`src/design/rpfa_ram.sv`:
```
// Generic single-port-write, single-port-read RAM with registered read data.
// No dependencies.
module rpfa_ram #(
  parameter int WIDTH = 8,
  parameter int DEPTH = 256
) (
  input  logic                     clk,
  input  logic                     we,
  input  logic [$clog2(DEPTH)-1:0] waddr,
  input  logic [WIDTH-1:0]         wdata,
  input  logic                     re,
  input  logic [$clog2(DEPTH)-1:0] raddr,
  output logic [WIDTH-1:0]         rdata
);

  localparam int AW = $clog2(DEPTH);

  logic [WIDTH-1:0] mem [DEPTH];
  logic [AW-1:0]    waddr_q;

  assign waddr_q = waddr;

  always_ff @(posedge clk) begin
    if (we) begin
      mem[waddr_q] <= wdata;
    end
    if (re) begin
      rdata <= mem[raddr];
    end
  end

endmodule

```
`config.mk`:
```
export PLATFORM = sky130hd
export DESIGN_NAME = rpfa_ram
export DESIGN_NICKNAME = d
export VERILOG_FILES = /design/src/design/rpfa_ram.sv
export SDC_FILE = /design/constraint.sdc
export NUM_CORES = 2
export LEC_CHECK = 0
export BUFFER_PORTS_ARGS = -buffer_cell sky130_fd_sc_hd__buf_2
export CAP_MARGIN = 20
export CELL_PAD_IN_SITES_DETAIL_PLACEMENT = 0
export CELL_PAD_IN_SITES_GLOBAL_PLACEMENT = 1
export CORE_MARGIN = 5
export CORE_UTILIZATION = 45
export CTS_BUF_LIST = sky130_fd_sc_hd__clkbuf_2 sky130_fd_sc_hd__clkbuf_4 sky130_fd_sc_hd__clkbuf_8
export DETAILED_ROUTE_END_ITERATION = 6
export HOLD_SLACK_MARGIN = 0.08
export PLACE_DENSITY = 0.78
export SLEW_MARGIN = 5
export SYNTH_ARGS = -nofsm -noshare
export SYNTH_HDL_FRONTEND = slang
export SYNTH_SLANG_ARGS = --single-unit
export TNS_END_PERCENT = 100
```
`constraint.sdc`:
```
create_clock -name clk -period 3.3 [get_ports clk]
set_clock_uncertainty 0.2 [all_clocks]
set_input_delay 0.825 -clock clk [delete_from_list [all_inputs] [get_ports clk]]
set_output_delay 0.825 -clock clk [all_outputs]
set_load 0.005 [all_outputs]
```
* Word level (Yosys, flattened, before mapping)
Memory sizes are Yosys's and may differ from the RTL's. A register that Yosys moved wholly into a read port is not among the register bits.
Cells that the tools add are included.
** Storage, ports and cells
- Memories :: 1
- Bits in registers :: 0
- Bits of input ports :: 27
- Word-level logic and storage cells :: 3
- Bits in writable memories :: 2048
** Cells by class
- Mux-type cells :: 2
** Memory list
- mem :: depth 256, width 8, read ports 1, clocked after memory_dff 1, wr ports 1, RTL line 18 : logic [WIDTH-1:0] mem [DEPTH];
** Operators by type and width (number)
- 1-bit 2-to-1 mux :: 2

* Logic depth before layout (Yosys ltp)
- Depth in word-level cells :: 2
- Depth in mapped cells :: 11

* Worst setup path after synthesis
Ideal clock, no wire load.
- Path type :: input to register
- Start :: input raddr[0]
- End :: register rdata[2], read port of mem (data pin)
- Library setup time :: 0.269 ns
- Cell stages on the path :: 9
- Path buffers :: 4
- Arrival :: 2.632 ns
- Data required time :: 2.831 ns
- Setup slack :: 0.199 ns
- Path through :: buf_6 buf_12 buf_8 buf_2 mux4_2 a22oi_1 a21oi_1 nor4_1 nor4_2
** RTL lines
- start: declaration :: RTL line 12 : input logic [$clog2(DEPTH)-1:0] raddr,
- end: declaration :: RTL line 13 : output logic [WIDTH-1:0] rdata

==> parameters.txt <==
Parameter                              Value

Outcome
  Outcome    finished, final reports clean

STA
  Setup repair after global routing missed its margin    false
  Achievable clock frequency    between 300 and 400 MHz
  Minimum clock period after layout    roughly 3200 ps
  Period utilization    ~97%
  Slew at the pin closest to its max-slew limit    982 ps
  Tightest slew margin relative to the limit    between 30 and 40%
  Worst hold slack after final layout    150 ps
  Setup violation total in the final timing report    0
  Pins Over Slew Limit    0
  Final Hold Viols    0

Clock network
  CTS sink cnt    2056
  Clock buffers created by TritonCTS    332
  Latest clock arrival within the worst-skew pair    around 1000 ps
  Number of levels the H-tree was split into    5
  Maximum root-to-sink buffer count    4
  Setup Fix Bufs, Post-CTS    0
  Clock tree from TritonCTS    built
  Clock transition time at the flip-flop clock pins of the worst setup and hold paths    60 ps
  Master cell of the clock root buffer    sky130_fd_sc_hd__clkbuf_8

Power
  Int Pwr    0.0413 W
  Switching portion of total power    a little over a fifth
  Proportion of power drawn by the clock network    39.7%
  Maximum vdd drop    0.000442 V
  Overall power of the completed layout    0.0527 W
  Combinational Power Share    5.5%
  Switching Power    0.0113 W
  LEAKAGE    ~30 nW
  Relative contribution of sequential cells to total power    between 50 and 60%
  Ratio of total power to cell area    ~560 mW/mm²

Floorplan
  Floorplan die width    431 µm
  Placeable core region    0.176 mm²
  Die height    431 µm
  Ports    35
  Std-Cell Rows    154
  Area of the die    roughly 0.19 mm²
  Starting Density    45.2%

Placed design
  Dpl hpwl    roughly 130000 µm
  Number of input and output port buffers inserted    34
  RD Place Congestion    0.854

Detailed routing
  Remaining number of nets flagged by the antenna check after routing    0
  First-iteration detailed-routing DRC count    5369
  Wire length per cell    between 20 and 30 µm
  DRC violations left    0
  Detailed-route via count    between 40k and 50k
  Final WL    196000 µm
  Post-DR vias/cell    5.87
  1st-pass router iterations    5

Yosys
  Area share of the leading cell type in the synthesized netlist    77.5%
  Post-synthesis async set-or-reset flop share    0%
  Number of synthesized flops with an enable pin    roughly 2k
  Post-synthesis average cell area    21.3 µm²
  Top area cells in the synthesized netlist    sky130_fd_sc_hd__edfxtp_1, sky130_fd_sc_hd__mux4_2, sky130_fd_sc_hd__mux2i_1
  Net count after synthesis    3760
  Part of the Yosys area used for sequential elements    77.5%
  Cell type with the largest total area after synthesis    sky130_fd_sc_hd__edfxtp_1
  Total standard cell area after synthesis    0.0796 mm²
  Post-Synthesis Cells    3733
  Predominant post-synthesis flop cell    sky130_fd_sc_hd__edfxtp_1
  Flip-flop and latch count after synthesis    between 2k and 2.5k
  Yosys warning count    0
  Unique cell type count in the Yosys netlist    54

Worst hold path
  Critical hold path startpoint    wdata[0]
  Number of cells on the worst hold path    1
  Hold/Removal Path Class    primary input to flop
  Capture endpoint of the worst hold path    mem[90][0]

Finish
  Final layout net count    4535
  Share of cells above drive strength 1    between 30% and 40%
  Number of filler instances in the final layout    approximately 13k
  Area growth, synth to finish    17.3%

Critical path
  Flop-to-flop setup slack    280 ps
  Worst EP required    3780 ps
  Kind of capture point of the worst setup path    flop
  Critical path class    primary input to flop
  Largest fanout on the critical path    24
  R2r worst-path depth    7
  Combined buffer and inverter count along the critical path    4
  List of cells traversed by the critical path    buf_8, buf_12, buf_12, mux4_2, a22oi_1, a31oi_1, nor4_1, buf_4, nor4_1
  Startpoint class of the critical path    primary input
  Launch instance of the worst register-to-register path    mem[211][3]
  Slowest library cell on the worst path    sky130_fd_sc_hd__nor4_1
  Family with the most delay on the worst path    buffers and inverters
  Arrival time at the worst endpoint    about 3700 ps
  CP peak stage delay    820 ps
  Critical R2R Capture    rdata[3]

Global route
  Antenna violations before repair    22
  Global-route wire length before repair    288000 µm
  Global-route track usage on met2    between 30% and 40%
  Maximum number of pins on one net before global-route repair    137
  Global Route Usage Sum    21.1%
  Number of global-route vias before repair    42.0k
  Sum of overflow across all layers after global routing    0
  Met1 GRT Util    29.7%
  Peak-usage layer in the global routing report    met2
  Met3 track utilization from global routing    4.21%

Run
  # Max-Cap Violations    0
[metrics by stage]
step	setup TNS (ps)	cell area, µm²	setup WS, ps	instances	utilization [%]
floorplan	0	79600	199	3733	-
finish	0	93400	104	7084	53.0
detailed placement	-5000	87200	-906	6510	49.5
global route	0	93400	87.3	7081	53.0
CTS	0	93400	140	7074	53.0
global placement	-5890	87200	-1040	6508	49.5
[registers in the layout, indices dropped and copies added (netlist names)]
name / cells
rdata: 8
mem: 2048
[cells in the final DEF (no fill, tap or decap), drive strengths merged, types with 10 or more instances in the layout]
master / instances
diode: 10
nand2: 33
a21oi: 96
a211oi: 16
nor3: 22
clkbuf: 429
o21ai: 12
buf: 667
mux4: 456
nand4: 10
a221oi: 14
nor2: 282
o211ai: 10
nor2b: 31
nor4: 27
a22oi: 133
nand3: 34
mux2i: 134
edfxtp: 2056
clkinv: 114
o221ai: 47
o22ai: 28
bufinv: 11
[area by class of cell]
cell class              count  area, µm²  share of cell area (%)
diodes                     10       25.0                  0.0268
clock buffers             426       5320                    5.69
clock inverters           134        872                   0.933
inverters                   2       7.51                 0.00804
multi-input cells        1442      16500                    17.6
flip-flops and latches   2056      61700                    66.1
well taps                2340       2930                    3.13
repair buffers            674       6060                    6.49
[power groups by stage]
stage	combinational [W]	clock, W	sequential [W]
6_report	0.00291	0.0209	0.0288
5_1_grt	0.00307	0.0226	0.0288
4_1_cts	0.00292	0.0212	0.0288
3_5_place_dp	0.00291	0	0.0294
3_3_place_gp	0.00286	0	0.0294
2_1_floorplan	0.00140	0	0.0294
[Yosys cell counts (all sizes together), types with 8 or more instances]
| library cell | number |
|---|---|
| a22oi | 133 |
| nand2b | 8 |
| nor2b | 31 |
| a22o | 8 |
| nand2 | 33 |
| nand4 | 10 |
| nor3 | 22 |
| nand3 | 34 |
| buf | 122 |
| clkbuf | 111 |
| o22ai | 28 |
| edfxtp | 2056 |
| a211oi | 16 |
| a21oi | 96 |
| o21ai | 12 |
| o221ai | 47 |
| mux2i | 134 |
| nor2 | 282 |
| nor4 | 27 |
| a221oi | 14 |
| o211ai | 10 |
| mux4 | 456 |
[worst max-delay path by stage]
stage	from	endpoint	slack, ps	depth (start not counted)
2_1_floorplan	raddr[0]	rdata[2]	200	9
3_5_place_dp	raddr[0]	rdata[3]	-910	9
4_1_cts	raddr[0]	rdata[3]	140	9
6_report	raddr[0]	rdata[3]	100	9
5_1_grt	raddr[0]	rdata[3]	90	9
3_3_place_gp	raddr[0]	rdata[7]	-1040	9
[cells by family (layout without fill, tap and decap cells)]
family	count (synthesis)	count (layout)	synth area share, %
simple gates	466	466	2.63
buf+inv	235	1236	1.83
other cells	0	10	0
compound gates	385	385	3.42
mux	591	591	14.6
flops	2056	2056	77.5
[per-layer routing]
layer / share of wire (%) / vias up
li1: - / 17296
met1: 39 / 21707
met2: 48 / 2162
met3: 8.9 / 392
met4: 3.4 / 2
met5: 0.0066 / -
[repair_timing]
action,in CTS,in global routing
hold endpoints to repair,85,0
resized for setup,0,0
hold buffers,4,0
(Power assumes the default switching activity.)
